<file path="config.mk">
export PLATFORM = sky130hd
export DESIGN_NAME = voxel_ray_traversal_top
export DESIGN_NICKNAME = d
export VERILOG_FILES = /design/src/hdl/vrt_pkg.sv /design/src/hdl/voxel_ray_traversal_top.sv /design/src/hdl/vrt_divider.sv
export SDC_FILE = /design/constraint.sdc
export NUM_CORES = 2
export LEC_CHECK = 0
export BUFFER_PORTS_ARGS = -buffer_cell sky130_fd_sc_hd__buf_2
export CAP_MARGIN = 25
export CORE_MARGIN = 2
export CORE_UTILIZATION = 27
export CTS_CLUSTER_SIZE = 10
export DETAILED_ROUTE_END_ITERATION = 10
export SLEW_MARGIN = 20
export SYNTH_ARGS = -nofsm -noshare
export SYNTH_HDL_FRONTEND = slang
export SYNTH_SLANG_ARGS = --single-unit
</file>
<file path="constraint.sdc">
create_clock -name clock -period 11.7 [get_ports clock]
set_input_delay 2.34 -clock clock [delete_from_list [all_inputs] [get_ports clock]]
set_output_delay 2.34 -clock clock [all_outputs]
set_load 0.01 [all_outputs]
</file>
<file path="src/hdl/vrt_pkg.sv">
// Shared types and constants for the voxel ray traversal block.
// No dependencies; used by vrt_divider and voxel_ray_traversal_top.
package vrt_pkg;

   localparam int START_W = 24;
   localparam int DIR_W   = 16;
   localparam int BLOCK_W = 17;
   localparam int DIST_W  = 32;
   localparam int FACE_W  = 3;
   localparam int COUNT_W = 7;
   localparam int NUM_AX  = 3;

   // Distance has 16 fraction bits and direction 14, so 1/|dir| is 2^30 / |dir|.
   localparam int RECIP_SHIFT = 30;

   localparam int DVD_W = 32;
   localparam int DVS_W = 16;

   localparam logic [DIST_W-1:0] DIST_SAT  = '1;
   localparam logic [DVD_W-1:0]  RECIP_ONE = DVD_W'(64'd1 << RECIP_SHIFT);

   localparam logic [COUNT_W-1:0] STEP_COUNT_RESET = 7'd16;

   localparam logic [FACE_W-1:0] FACE_ZM = 3'd0;
   localparam logic [FACE_W-1:0] FACE_XM = 3'd1;
   localparam logic [FACE_W-1:0] FACE_ZP = 3'd2;
   localparam logic [FACE_W-1:0] FACE_XP = 3'd3;
   localparam logic [FACE_W-1:0] FACE_YP = 3'd4;
   localparam logic [FACE_W-1:0] FACE_YM = 3'd5;

   typedef logic signed [BLOCK_W-1:0] block_type;
   typedef logic [DIST_W-1:0] dist_type;

   typedef struct packed {
      logic             start;
      logic [DVD_W-1:0] dividend;
      logic [DVS_W-1:0] divisor;
   } div_req_type;

   typedef struct packed {
      logic             busy;
      logic             done;
      logic [DVD_W-1:0] quotient;
   } div_rsp_type;

endpackage

</file>
<file path="src/hdl/voxel_ray_traversal_top.sv">
// Top level of the voxel ray traversal block: set-up, divide sequencer and stepper.
// Depends on vrt_pkg and instantiates vrt_divider.
//
// One request beat carries a ray (start with POS_FRAC_BITS fraction bits, direction
// with 14 fraction bits). The block rounds the start to block coordinates, then runs
// six divisions on one shared two-bits-per-cycle divider (spacing and first boundary
// per axis). Each division is issued in S_DIV, runs in the divider and has its quotient
// collected in S_WAIT. An axis with zero direction skips its two divisions. The block
// then emits one response beat per face crossing, one per cycle while rsp_ready is high,
// step_count beats in all (0 is taken as 1, values above MAX_STEPS as MAX_STEPS). The
// next ray is taken only once the final beat has been emitted, and response stalls
// delay that. req_ready is high only while no ray is in work; the final beat may still
// wait in the output register while the next ray is taken. A null direction gives a
// single beat with error and last set. The step_count register is written through the
// csr_ port and should be changed only while the block is idle.
module voxel_ray_traversal_top #(
   parameter int MAX_STEPS     = 64,
   parameter int POS_FRAC_BITS = 8
) (
   input  logic                           clock,
   input  logic                           reset,
   input  logic                           csr_valid,
   output logic                           csr_ready,
   input  logic [vrt_pkg::COUNT_W-1:0]    csr_step_count,
   input  logic                           req_valid,
   output logic                           req_ready,
   input  logic signed [vrt_pkg::START_W-1:0] req_start_x,
   input  logic signed [vrt_pkg::START_W-1:0] req_start_y,
   input  logic signed [vrt_pkg::START_W-1:0] req_start_z,
   input  logic signed [vrt_pkg::DIR_W-1:0]   req_dir_x,
   input  logic signed [vrt_pkg::DIR_W-1:0]   req_dir_y,
   input  logic signed [vrt_pkg::DIR_W-1:0]   req_dir_z,
   output logic                           rsp_valid,
   input  logic                           rsp_ready,
   output logic signed [vrt_pkg::BLOCK_W-1:0] rsp_block_x,
   output logic signed [vrt_pkg::BLOCK_W-1:0] rsp_block_y,
   output logic signed [vrt_pkg::BLOCK_W-1:0] rsp_block_z,
   output logic [vrt_pkg::DIST_W-1:0]     rsp_distance,
   output logic [vrt_pkg::FACE_W-1:0]     rsp_face,
   output logic                           rsp_last,
   output logic                           rsp_error
);

   localparam int CALC_W   = vrt_pkg::START_W + 2;
   localparam int BND_SH   = vrt_pkg::RECIP_SHIFT - POS_FRAC_BITS;
   localparam int NUM_W    = POS_FRAC_BITS + 1;
   localparam logic [vrt_pkg::COUNT_W-1:0] MAX_CNT = vrt_pkg::COUNT_W'(MAX_STEPS);
   localparam logic signed [CALC_W-1:0] HALF = CALC_W'(64'd1 << (POS_FRAC_BITS - 1));

   localparam logic [2:0] S_IDLE  = 3'd0;
   localparam logic [2:0] S_DIV   = 3'd1;
   localparam logic [2:0] S_WAIT  = 3'd2;
   localparam logic [2:0] S_STEP  = 3'd3;
   localparam logic [2:0] S_NULL  = 3'd4;
   localparam logic [2:0] LAST_OP = 3'd5;

   // Per-axis inputs as arrays for the set-up loop.
   logic signed [vrt_pkg::START_W-1:0] start_a [vrt_pkg::NUM_AX];
   logic signed [vrt_pkg::DIR_W-1:0]   dir_a   [vrt_pkg::NUM_AX];

   // Set-up results, combinational from the request beat.
   logic signed [CALC_W-1:0]        s_c, abs_c, rnd_c, blk_c, num_c;
   logic [NUM_W-1:0]                numc_c [vrt_pkg::NUM_AX];
   vrt_pkg::block_type              blk0_c [vrt_pkg::NUM_AX];
   logic [vrt_pkg::DVS_W-1:0]       mag_c  [vrt_pkg::NUM_AX];

   // Per-ray state.
   logic [2:0]                      state_ff, state_in;
   logic [2:0]                      op_ff, op_in;
   logic [vrt_pkg::COUNT_W-1:0]     step_count_ff, step_count_in;
   logic [vrt_pkg::COUNT_W-1:0]     limit_ff, limit_in;
   logic [vrt_pkg::COUNT_W-1:0]     steps_done_ff, steps_done_in;
   logic [vrt_pkg::NUM_AX-1:0]      nz_ff, nz_in;
   logic [vrt_pkg::NUM_AX-1:0]      neg_ff, neg_in;
   vrt_pkg::block_type              block_ff [vrt_pkg::NUM_AX];
   vrt_pkg::block_type              block_in [vrt_pkg::NUM_AX];
   logic [NUM_W-1:0]                num_ff   [vrt_pkg::NUM_AX];
   logic [NUM_W-1:0]                num_in   [vrt_pkg::NUM_AX];
   logic [vrt_pkg::DVS_W-1:0]       mag_ff   [vrt_pkg::NUM_AX];
   logic [vrt_pkg::DVS_W-1:0]       mag_in   [vrt_pkg::NUM_AX];
   vrt_pkg::dist_type               bound_ff [vrt_pkg::NUM_AX];
   vrt_pkg::dist_type               bound_in [vrt_pkg::NUM_AX];
   vrt_pkg::dist_type               space_ff [vrt_pkg::NUM_AX];
   vrt_pkg::dist_type               space_in [vrt_pkg::NUM_AX];

   // Output register.
   logic                            rsp_valid_ff, rsp_valid_in;
   vrt_pkg::block_type              out_blk_ff [vrt_pkg::NUM_AX];
   vrt_pkg::block_type              out_blk_in [vrt_pkg::NUM_AX];
   vrt_pkg::dist_type               out_dist_ff, out_dist_in;
   logic [vrt_pkg::FACE_W-1:0]      out_face_ff, out_face_in;
   logic                            out_last_ff, out_last_in;
   logic                            out_err_ff, out_err_in;

   vrt_pkg::div_req_type            div_req;
   vrt_pkg::div_rsp_type            div_rsp;

   // Step datapath.
   logic [1:0]                      best;
   logic                            found;
   logic [1:0]                      op_axis;
   logic                            slot_free;
   logic [vrt_pkg::DIST_W:0]        sum;
   logic                            accept;
   logic                            is_last;

   assign start_a[0] = req_start_x;
   assign start_a[1] = req_start_y;
   assign start_a[2] = req_start_z;
   assign dir_a[0]   = req_dir_x;
   assign dir_a[1]   = req_dir_y;
   assign dir_a[2]   = req_dir_z;

   assign req_ready = (state_ff == S_IDLE);
   assign csr_ready = 1'b1;
   assign accept    = req_valid && req_ready;
   assign slot_free = !rsp_valid_ff || rsp_ready;
   assign op_axis   = op_ff[2:1];

   // Rounding half away from zero and the distance to the first boundary, in
   // start units, for each axis.
   always_comb begin
      s_c   = '0;
      abs_c = '0;
      rnd_c = '0;
      blk_c = '0;
      num_c = '0;
      for (int a = 0; a < vrt_pkg::NUM_AX; a++) begin
         s_c   = CALC_W'(start_a[a]);
         abs_c = s_c[CALC_W-1] ? -s_c : s_c;
         rnd_c = (abs_c + HALF) >>> POS_FRAC_BITS;
         blk_c = s_c[CALC_W-1] ? -rnd_c : rnd_c;
         if (dir_a[a][vrt_pkg::DIR_W-1])
            num_c = s_c - (blk_c <<< POS_FRAC_BITS) + HALF;
         else
            num_c = (blk_c <<< POS_FRAC_BITS) + HALF - s_c;
         numc_c[a] = num_c[CALC_W-1] ? '0 : num_c[NUM_W-1:0];
         blk0_c[a] = blk_c[vrt_pkg::BLOCK_W-1:0];
         mag_c[a]  = dir_a[a][vrt_pkg::DIR_W-1] ? vrt_pkg::DVS_W'(-dir_a[a])
                                               : vrt_pkg::DVS_W'(dir_a[a]);
      end
   end

   // Axis choice: smallest boundary among axes that move; ties go to X, then Y, then Z.
   always_comb begin
      best  = 2'd0;
      found = 1'b0;
      for (int a = 0; a < vrt_pkg::NUM_AX; a++) begin
         if (nz_ff[a] && (!found || bound_ff[a] < bound_ff[best])) begin
            best  = 2'(a);
            found = 1'b1;
         end
      end
      sum = {1'b0, bound_ff[best]} + {1'b0, space_ff[best]};
   end

   assign is_last = (steps_done_ff + 1'b1) == limit_ff;

   always_comb begin
      state_in      = state_ff;
      op_in         = op_ff;
      step_count_in = step_count_ff;
      limit_in      = limit_ff;
      steps_done_in = steps_done_ff;
      nz_in         = nz_ff;
      neg_in        = neg_ff;
      block_in      = block_ff;
      num_in        = num_ff;
      mag_in        = mag_ff;
      bound_in      = bound_ff;
      space_in      = space_ff;
      out_blk_in    = out_blk_ff;
      out_dist_in   = out_dist_ff;
      out_face_in   = out_face_ff;
      out_last_in   = out_last_ff;
      out_err_in    = out_err_ff;
      rsp_valid_in  = rsp_ready ? 1'b0 : rsp_valid_ff;

      div_req.start    = 1'b0;
      div_req.divisor  = mag_ff[op_axis];
      div_req.dividend = op_ff[0] ? (vrt_pkg::DVD_W'(num_ff[op_axis]) << BND_SH)
                                  : vrt_pkg::RECIP_ONE;

      if (csr_valid && csr_ready)
         step_count_in = csr_step_count;

      case (state_ff)
         S_IDLE: begin
            if (accept) begin
               for (int a = 0; a < vrt_pkg::NUM_AX; a++) begin
                  nz_in[a]    = (dir_a[a] != '0);
                  neg_in[a]   = dir_a[a][vrt_pkg::DIR_W-1];
                  block_in[a] = blk0_c[a];
                  num_in[a]   = numc_c[a];
                  mag_in[a]   = mag_c[a];
               end
               if (step_count_ff == '0)
                  limit_in = vrt_pkg::COUNT_W'(1);
               else if (step_count_ff > MAX_CNT)
                  limit_in = MAX_CNT;
               else
                  limit_in = step_count_ff;
               steps_done_in = '0;
               op_in         = '0;
               state_in      = S_DIV;
            end
         end
         S_DIV: begin
            if (!nz_ff[op_axis]) begin
               // A still axis never steps: both distances are saturated.
               if (op_ff[0])
                  bound_in[op_axis] = vrt_pkg::DIST_SAT;
               else
                  space_in[op_axis] = vrt_pkg::DIST_SAT;
               if (op_ff == LAST_OP)
                  state_in = (nz_ff != '0) ? S_STEP : S_NULL;
               else
                  op_in = op_ff + 1'b1;
            end else begin
               div_req.start = 1'b1;
               state_in      = S_WAIT;
            end
         end
         S_WAIT: begin
            if (div_rsp.done) begin
               if (op_ff[0])
                  bound_in[op_axis] = div_rsp.quotient;
               else
                  space_in[op_axis] = div_rsp.quotient;
               if (op_ff == LAST_OP) begin
                  state_in = S_STEP;
               end else begin
                  op_in    = op_ff + 1'b1;
                  state_in = S_DIV;
               end
            end
         end
         S_STEP: begin
            if (slot_free) begin
               bound_in[best] = sum[vrt_pkg::DIST_W] ? vrt_pkg::DIST_SAT
                                                     : sum[vrt_pkg::DIST_W-1:0];
               block_in[best] = neg_ff[best] ? block_ff[best] - 1'b1
                                             : block_ff[best] + 1'b1;
               out_blk_in     = block_in;
               out_dist_in    = bound_ff[best];
               case (best)
                  2'd0:    out_face_in = neg_ff[0] ? vrt_pkg::FACE_XM : vrt_pkg::FACE_XP;
                  2'd1:    out_face_in = neg_ff[1] ? vrt_pkg::FACE_YM : vrt_pkg::FACE_YP;
                  default: out_face_in = neg_ff[2] ? vrt_pkg::FACE_ZM : vrt_pkg::FACE_ZP;
               endcase
               out_last_in   = is_last;
               out_err_in    = 1'b0;
               rsp_valid_in  = 1'b1;
               steps_done_in = steps_done_ff + 1'b1;
               if (is_last)
                  state_in = S_IDLE;
            end
         end
         S_NULL: begin
            if (slot_free) begin
               out_blk_in   = block_ff;
               out_dist_in  = '0;
               out_face_in  = vrt_pkg::FACE_ZM;
               out_last_in  = 1'b1;
               out_err_in   = 1'b1;
               rsp_valid_in = 1'b1;
               state_in     = S_IDLE;
            end
         end
         default: begin
            state_in = S_IDLE;
         end
      endcase
   end

   always_ff @(posedge clock) begin
      if (reset) begin
         state_ff      <= S_IDLE;
         op_ff         <= '0;
         step_count_ff <= vrt_pkg::STEP_COUNT_RESET;
         limit_ff      <= vrt_pkg::COUNT_W'(1);
         steps_done_ff <= '0;
         nz_ff         <= '0;
         neg_ff        <= '0;
         rsp_valid_ff  <= 1'b0;
      end else begin
         state_ff      <= state_in;
         op_ff         <= op_in;
         step_count_ff <= step_count_in;
         limit_ff      <= limit_in;
         steps_done_ff <= steps_done_in;
         nz_ff         <= nz_in;
         neg_ff        <= neg_in;
         rsp_valid_ff  <= rsp_valid_in;
      end
      block_ff    <= block_in;
      num_ff      <= num_in;
      mag_ff      <= mag_in;
      bound_ff    <= bound_in;
      space_ff    <= space_in;
      out_blk_ff  <= out_blk_in;
      out_dist_ff <= out_dist_in;
      out_face_ff <= out_face_in;
      out_last_ff <= out_last_in;
      out_err_ff  <= out_err_in;
   end

   vrt_divider u_divider (
      .clock   (clock),
      .reset   (reset),
      .div_req (div_req),
      .div_rsp (div_rsp)
   );

   assign rsp_valid   = rsp_valid_ff;
   assign rsp_block_x = out_blk_ff[0];
   assign rsp_block_y = out_blk_ff[1];
   assign rsp_block_z = out_blk_ff[2];
   assign rsp_distance = out_dist_ff;
   assign rsp_face    = out_face_ff;
   assign rsp_last    = out_last_ff;
   assign rsp_error   = out_err_ff;

   assert property (@(posedge clock) disable iff (reset)
                    (state_ff == S_IDLE) |-> !div_rsp.busy)
      else $error("divider busy while block idle");
   assert property (@(posedge clock) disable iff (reset)
                    (rsp_valid_ff && out_err_ff) |-> out_last_ff)
      else $error("error beat not marked last");
   assert property (@(posedge clock) disable iff (reset)
                    (state_ff == S_STEP) |-> (steps_done_ff < limit_ff && nz_ff != '0))
      else $error("stepper ran past its limit");
   assert property (@(posedge clock) disable iff (reset)
                    (state_ff == S_WAIT) |-> nz_ff[op_axis])
      else $error("division issued for a still axis");

endmodule

</file>
<file path="src/hdl/vrt_divider.sv">
// Shared unsigned restoring divider, two quotient bits per cycle.
// Depends on vrt_pkg for widths and the request/response structs.
module vrt_divider (
   input  logic                 clock,
   input  logic                 reset,
   input  vrt_pkg::div_req_type div_req,
   output vrt_pkg::div_rsp_type div_rsp
);

   localparam int CYCLES = vrt_pkg::DVD_W / 2;
   localparam int CNT_W  = $clog2(CYCLES);

   logic                      busy_ff, busy_in;
   logic                      done_ff, done_in;
   logic [CNT_W-1:0]          cnt_ff, cnt_in;
   logic [vrt_pkg::DVS_W-1:0] rem_ff, rem_in;
   logic [vrt_pkg::DVS_W-1:0] dvs_ff, dvs_in;
   logic [vrt_pkg::DVD_W-1:0] quo_ff, quo_in;

   logic [vrt_pkg::DVS_W:0]   r1, r2;
   logic                      ge1, ge2;
   logic [vrt_pkg::DVS_W-1:0] rem1, rem2;
   logic [vrt_pkg::DVD_W-1:0] q1, q2;

   always_comb begin
      r1   = {rem_ff, quo_ff[vrt_pkg::DVD_W-1]};
      ge1  = (r1 >= {1'b0, dvs_ff});
      rem1 = ge1 ? vrt_pkg::DVS_W'(r1 - {1'b0, dvs_ff}) : vrt_pkg::DVS_W'(r1);
      q1   = {quo_ff[vrt_pkg::DVD_W-2:0], ge1};
      r2   = {rem1, q1[vrt_pkg::DVD_W-1]};
      ge2  = (r2 >= {1'b0, dvs_ff});
      rem2 = ge2 ? vrt_pkg::DVS_W'(r2 - {1'b0, dvs_ff}) : vrt_pkg::DVS_W'(r2);
      q2   = {q1[vrt_pkg::DVD_W-2:0], ge2};

      busy_in = busy_ff;
      done_in = 1'b0;
      cnt_in  = cnt_ff;
      rem_in  = rem_ff;
      dvs_in  = dvs_ff;
      quo_in  = quo_ff;
      if (div_req.start && !busy_ff) begin
         busy_in = 1'b1;
         cnt_in  = '0;
         rem_in  = '0;
         dvs_in  = div_req.divisor;
         quo_in  = div_req.dividend;
      end else if (busy_ff) begin
         rem_in = rem2;
         quo_in = q2;
         cnt_in = cnt_ff + 1'b1;
         if (cnt_ff == CNT_W'(CYCLES - 1)) begin
            busy_in = 1'b0;
            done_in = 1'b1;
         end
      end
   end

   always_ff @(posedge clock) begin
      if (reset) begin
         busy_ff <= 1'b0;
         done_ff <= 1'b0;
         cnt_ff  <= '0;
      end else begin
         busy_ff <= busy_in;
         done_ff <= done_in;
         cnt_ff  <= cnt_in;
      end
      rem_ff <= rem_in;
      dvs_ff <= dvs_in;
      quo_ff <= quo_in;
   end

   assign div_rsp.busy     = busy_ff;
   assign div_rsp.done     = done_ff;
   assign div_rsp.quotient = quo_ff;

   assert property (@(posedge clock) disable iff (reset) done_ff |-> !busy_ff)
      else $error("divider reports done while busy");
   assert property (@(posedge clock) disable iff (reset)
                    (div_req.start && !busy_ff) |=> busy_ff)
      else $error("divider did not start");
   assert property (@(posedge clock) disable iff (reset) busy_ff |-> dvs_ff != '0)
      else $error("divider running with zero divisor");

endmodule

</file>
* Word level (Yosys, flattened, before mapping)
Cells that the tools add are included.
** Word-level totals
- Bits in registers :: 510
- Input port bits :: 132
- Output and inout bits :: 91
- Logic and storage cells :: 258
** Operators by class
- $add $sub $neg :: 32
- Magnitude comparators :: 12
- Equality and inequality tests :: 19
- Mux-type cells :: 114
- Bitwise gates (word level) :: 6
- Reductions and logical operators :: 36
** Operators by type and width (number)
- 96-bit 2-to-1 mux :: 9
- 32-bit 2-to-1 mux :: 13
- 96-bit bitwise mux :: 3
- 96-bit case mux with 3 select lines :: 1
- 26-bit by 9-bit adder with 26-bit output (second input constant) :: 9
- 51-bit case mux with 2 select lines :: 2
- 32-bit binary-select mux with 2-bit select :: 3
- 96-bit OR :: 2
- 96-bit case mux with 2 select lines :: 1
- 26-bit 2-to-1 mux :: 6
- 51-bit 2-to-1 mux :: 3
- 32-bit demux with 2-bit select :: 2
- 24-bit negation with 26-bit output :: 3
- 24-bit by 26-bit subtractor with 26-bit output :: 3
- 26-bit by 24-bit subtractor with 26-bit output :: 3
- 17-bit 2-to-1 mux :: 4
- 32-bit < comparator :: 2
- 16-bit 2-to-1 mux :: 4
- 32-bit case mux with 2 select lines :: 1
- 18-bit 2-to-1 mux :: 3
- 18-bit negation :: 3
- 51-bit bitwise mux :: 1
- 16-bit negation :: 3
- 16-bit nonzero test :: 3
- 56 further kinds :: 132

* Logic depth before layout (Yosys ltp)
- Depth in word-level cells :: 22
- Gate-level depth with buffers :: 38
- Depth with buffers taken out :: 32

* Hierarchy
Synthesis repeated with hierarchy kept, for this count alone.
** Unflattened totals
- Cell total of the unflattened synthesis :: 4686
- Area, all modules :: 40742.8 µm²
** Modules (own cells, without submodules)
- voxel_ray_traversal_top :: instances 1, cells each 4250, area an instance 36197.2 µm², sequential area each 12872.3 µm²
- vrt_divider :: instances 1, cells each 436, area an instance 4545.6 µm², sequential area each 1881.8 µm²

* Worst setup path after synthesis
No wires, ideal clock.
- Kind :: input-to-reg
- Start point :: in rsp_ready
- End point :: reg bound_ff[0] (netlist name) (enable)
- Setup time :: 0.668 ns
- Arrival :: 9.188 ns
- Required time :: 11.032 ns
- Path slack :: 1.844 ns
- Stages on the path :: 3
- Path buffers :: 0
- Cells stage by stage :: nand2b_1 -> a32oi_1 -> nor3_1
** On the way
- Cells in the longest elaborated chain, start to end :: 3
** RTL lines
- start: declaration :: RTL line voxel_ray_traversal_top.sv:34 : input logic rsp_ready,
- 1-bit logical OR :: RTL line voxel_ray_traversal_top.sv:117 : assign slot_free = !rsp_valid_ff || rsp_ready;
- 2-bit != test (no line)
- 6-bit AND reduction (no line)
- end signal: assignment :: RTL line voxel_ray_traversal_top.sv:299 : bound_ff <= bound_in;
- end: declaration :: RTL line voxel_ray_traversal_top.sv:81 : vrt_pkg::dist_type bound_ff [vrt_pkg::NUM_AX];
No other way between the ends.
A chain may end at the register's enable or synchronous reset.

==> results.cfg <==
[status]
outcome = finished, final reports clean

[setup_path]
end_kind = register
worst-setup-path-type = reg -> reg
r2r_end = bound_ff[31]$_DFFE_PP_
crit_path_start_kind = register
critical_path.max_fanout = 47
cpMostUsedCell = sky130_fd_sc_hd__a21oi_1
crit_arrival_ns = 10.28
regToRegStartpoint = bound_ff[34]$_DFFE_PP_
reg2reg_slack_ns = 1.81
timing.reg2reg.worst_path_depth = 31
max_stage_delay_ns = 0.78
crit_path_top_delay_cell = sky130_fd_sc_hd__buf_4
crit_required_ns = 12.09

[logic_synthesis]
area_share_of_the_largest_cell_type_after_synthesis = 0.3511
most_used_flip_flop_cell_after_synthesis = sky130_fd_sc_hd__edfxtp_1
yosys.cell_count.top_type = sky130_fd_sc_hd__nor2_1
synth_cells = 4301
synthesis.area_um2 = 38820
ys_top_cells_by_area = sky130_fd_sc_hd__edfxtp_1, sky130_fd_sc_hd__ha_1, sky130_fd_sc_hd__nor2_1
postSynthAreaPerCell_um2 = 9.027
synth-seq-area-share = 0.3800
synth_enable_flop_cells = 454
post-synth-top-area-cell = sky130_fd_sc_hd__edfxtp_1
ys_seq_elements = 510
synthArstFlopShare = 0
synth_cell_type_count = 97
syn_nets = 4777
ys.warnings.count = 0
synth_top_cells_by_count = sky130_fd_sc_hd__nor2_1, sky130_fd_sc_hd__edfxtp_1, sky130_fd_sc_hd__nand2_1

[clock_tree]
post_cts_resized = 0
cts_buffers = 67
clock_insertion_delay_worst_skew_ns = 0.67
postCtsSetupRepairBufs = 0
clk_path_buf_depth = 3
htree_num_levels = 3
quantity_of_hold_fixing_buffers_added_after_cts = 0
cts.reportedPaths.clkPinSlew_ns = 0.06
cts_sink_cnt = 510
tritoncts = built
clock-root-buffer = sky130_fd_sc_hd__clkbuf_16

[global_route]
grt_first_pass_wirelength_um = 194200
via_count_of_the_first_global_routing_pass = 31970
grt_antenna_before_repair = 37
gr-usage-all-layers = 0.1697
grt_start_max_net_pins = 110
grt_overflow_total = 0

[floorplanning]
die_area_um2 = 146800
initial_core_util = 0.2712
dieWidth_um = 383.2
rows = 139
fp.dieH_um = 383.2
core_area_um2 = 143100
ioPinCount = 223

[worst_hold_path]
min_path_type = reg -> reg
min_delay_worst_endpoint = limit_ff[1]$_SDFFE_PP0P_
whs_path_depth = 2
hold_start = limit_ff[1]$_SDFFE_PP0P_

[drt]
post-route-drc-count = 0
detailedRoute.firstIterationViolations = 2868
detail-route-antenna-nets = 0
drt_first_pass_iters = 6
vias_after_detailed_routing = 33380
routed_wirelength_um = 127600
wl_per_cell_um = 20.00
drt-vias-per-instance = 5.233

[sta]
totalNegativeSetupSlack_ns = 0
worst-slew-pin-transition_ns = 1.038
relSlewSlack = 0.3064
worst_setup_margin_ns = 1.808
slew_violations = 0
timing.final.crit_period_ns = 9.892
fmax_mhz = 101.1
period_share = 0.8454
setup_repair_after_global_routing_missed_its_margin = no
final-hold-violation-count = 0
setup_viol = 0
skew_ns = 0.02690

[run]
maxCapViolCount = 0

[power_and_ir_drop]
p_per_area_nw_per_um2 = 226.7
irDropWorstVdd_mv = 0.1231
leakage_power_of_the_design_nw = 17.47

[placed_design]
gp_routability_congestion = 0.9293
place.detailed.instances = 6256
dp_hpwl_um = 93390
place_ws_ns = 1.804
place.port_buffers = 221

[cells_and_area]
final_layout_size_suffix_gt1_frac = 0.1050
synthToLayoutAreaGrowth_pct = 13.51
nFillCells = 14960
final_cell_count_no_fill = 6379
finish.net_count = 4900
-- where the power goes --
part           internal, mW  switching (mW)  leakage, nW  total, mW
sequential             2.69           0.283         4.56       2.97
combinational          1.72            3.33         11.9       5.06
clock                  1.11           0.861        0.969       1.97
total                  5.52            4.48         17.5       9.99
-- area by class of cell --
type / count / area, um2 / share of cell area
clock buffers: 89 / 1790 / 0.04063
flip-flops and latches: 510 / 14760 / 0.3348
well taps: 1903 / 2381 / 0.05403
multi-input cells: 3333 / 22490 / 0.5104
clock inverters: 22 / 210.2 / 0.004770
inverters: 246 / 924.6 / 0.02098
diodes: 10 / 25.02 / 0.0005678
repair buffers: 266 / 1491 / 0.03384
-- worst max-delay path by stage --
stage | startpoint | to | slack (ns) | depth (start not counted)
floorplan | rsp_ready | bound_ff[0]$_DFFE_PP_ | 1.84 | 3
global placement | req_start_x[1] | num_ff[19]$_SDFFCE_PP0P_ | 1.77 | 32
detailed placement | req_start_x[1] | num_ff[22]$_SDFFCE_PP0P_ | 1.80 | 32
CTS | bound_ff[34]$_DFFE_PP_ | bound_ff[31]$_DFFE_PP_ | 1.89 | 31
global route | bound_ff[49]$_DFFE_PP_ | bound_ff[31]$_DFFE_PP_ | 1.30 | 31
finish | bound_ff[34]$_DFFE_PP_ | bound_ff[31]$_DFFE_PP_ | 1.81 | 31
-- flip-flops by register name (all words and copies together) (netlist names), 16 cells and up --
register / cells
rsp_block_y: 17
rsp_block_x: 17
bound_ff: 96
space_ff: 96
u_divider.dvs_ff: 16
mag_ff: 48
rsp_block_z: 17
block_ff: 51
u_divider.quo_ff: 32
rsp_distance: 32
u_divider.rem_ff: 16
num_ff: 27
-- metal layers --
layer  wire length (um)  part of all wire  track usage  up-vias
li1                   -                 -            -    15900
met1              56070              0.44       0.2303    16040
met2              56640              0.44       0.2660     1194
met3              11250             0.088      0.04175      213
met4               3421             0.027      0.04841       30
met5                200            0.0016            0        -
-- cells in the final DEF (no fill, tap or decap), types with 29 or more instances in the layout --
| cell | n |
|---|---|
| sky130_fd_sc_hd__a211oi_1 | 32 |
| sky130_fd_sc_hd__a21o_1 | 68 |
| sky130_fd_sc_hd__a21oi_1 | 344 |
| sky130_fd_sc_hd__a221oi_1 | 64 |
| sky130_fd_sc_hd__a31oi_1 | 34 |
| sky130_fd_sc_hd__and2_1 | 70 |
| sky130_fd_sc_hd__buf_2 | 221 |
| sky130_fd_sc_hd__buf_4 | 41 |
| sky130_fd_sc_hd__clkbuf_16 | 68 |
| sky130_fd_sc_hd__dfxtp_1 | 55 |
| sky130_fd_sc_hd__edfxtp_1 | 454 |
| sky130_fd_sc_hd__ha_1 | 340 |
| sky130_fd_sc_hd__inv_1 | 237 |
| sky130_fd_sc_hd__mux2i_1 | 135 |
| sky130_fd_sc_hd__nand2_1 | 410 |
| sky130_fd_sc_hd__nand2b_1 | 34 |
| sky130_fd_sc_hd__nand3_1 | 82 |
| sky130_fd_sc_hd__nand4_1 | 41 |
| sky130_fd_sc_hd__nor2_1 | 517 |
| sky130_fd_sc_hd__nor2b_1 | 29 |
| sky130_fd_sc_hd__nor3_1 | 64 |
| sky130_fd_sc_hd__o21ai_0 | 268 |
| sky130_fd_sc_hd__o31ai_1 | 33 |
| sky130_fd_sc_hd__xnor2_1 | 224 |
| sky130_fd_sc_hd__xor2_1 | 63 |
-- cells by family (layout without fill, tap and decap cells) --
logic type,after synthesis,after routing,synth area share
AOI/OAI and AO/OA,1114,1114,0.1857
muxes,161,161,0.04235
other,1,11,0.00009659
xor gates and xnor gates,288,288,0.06532
and+or+nand+nor,1425,1425,0.1698
adders and majority gates,344,344,0.1116
DFF,510,510,0.3800
buffers and inverters,458,623,0.04505
-- through the flow --
step                hold slack [ns]  cell area, um2    util  total power [mW]
finish                       0.4703           44070  0.3079             9.993
global route                 0.5075           44060  0.3078             10.66
CTS                          0.4732           44000  0.3074             9.970
detailed placement           0.4646           42000  0.2934             7.953
global placement             0.4599           41980  0.2933             7.899
floorplan                    0.4407           38820       -             6.375
-- critical path, delay by kind of cell (launching register included) --
kind / cells / cell delay [ns]
fa+ha+maj: 3 / 0.98
buf+inv: 2 / 1.10
simple gates: 8 / 1.82
compound gates: 17 / 5.07
mux: 1 / 0.24
flops: 1 / 0.41
No activity file was read; power rests on OpenSTA's default activity.
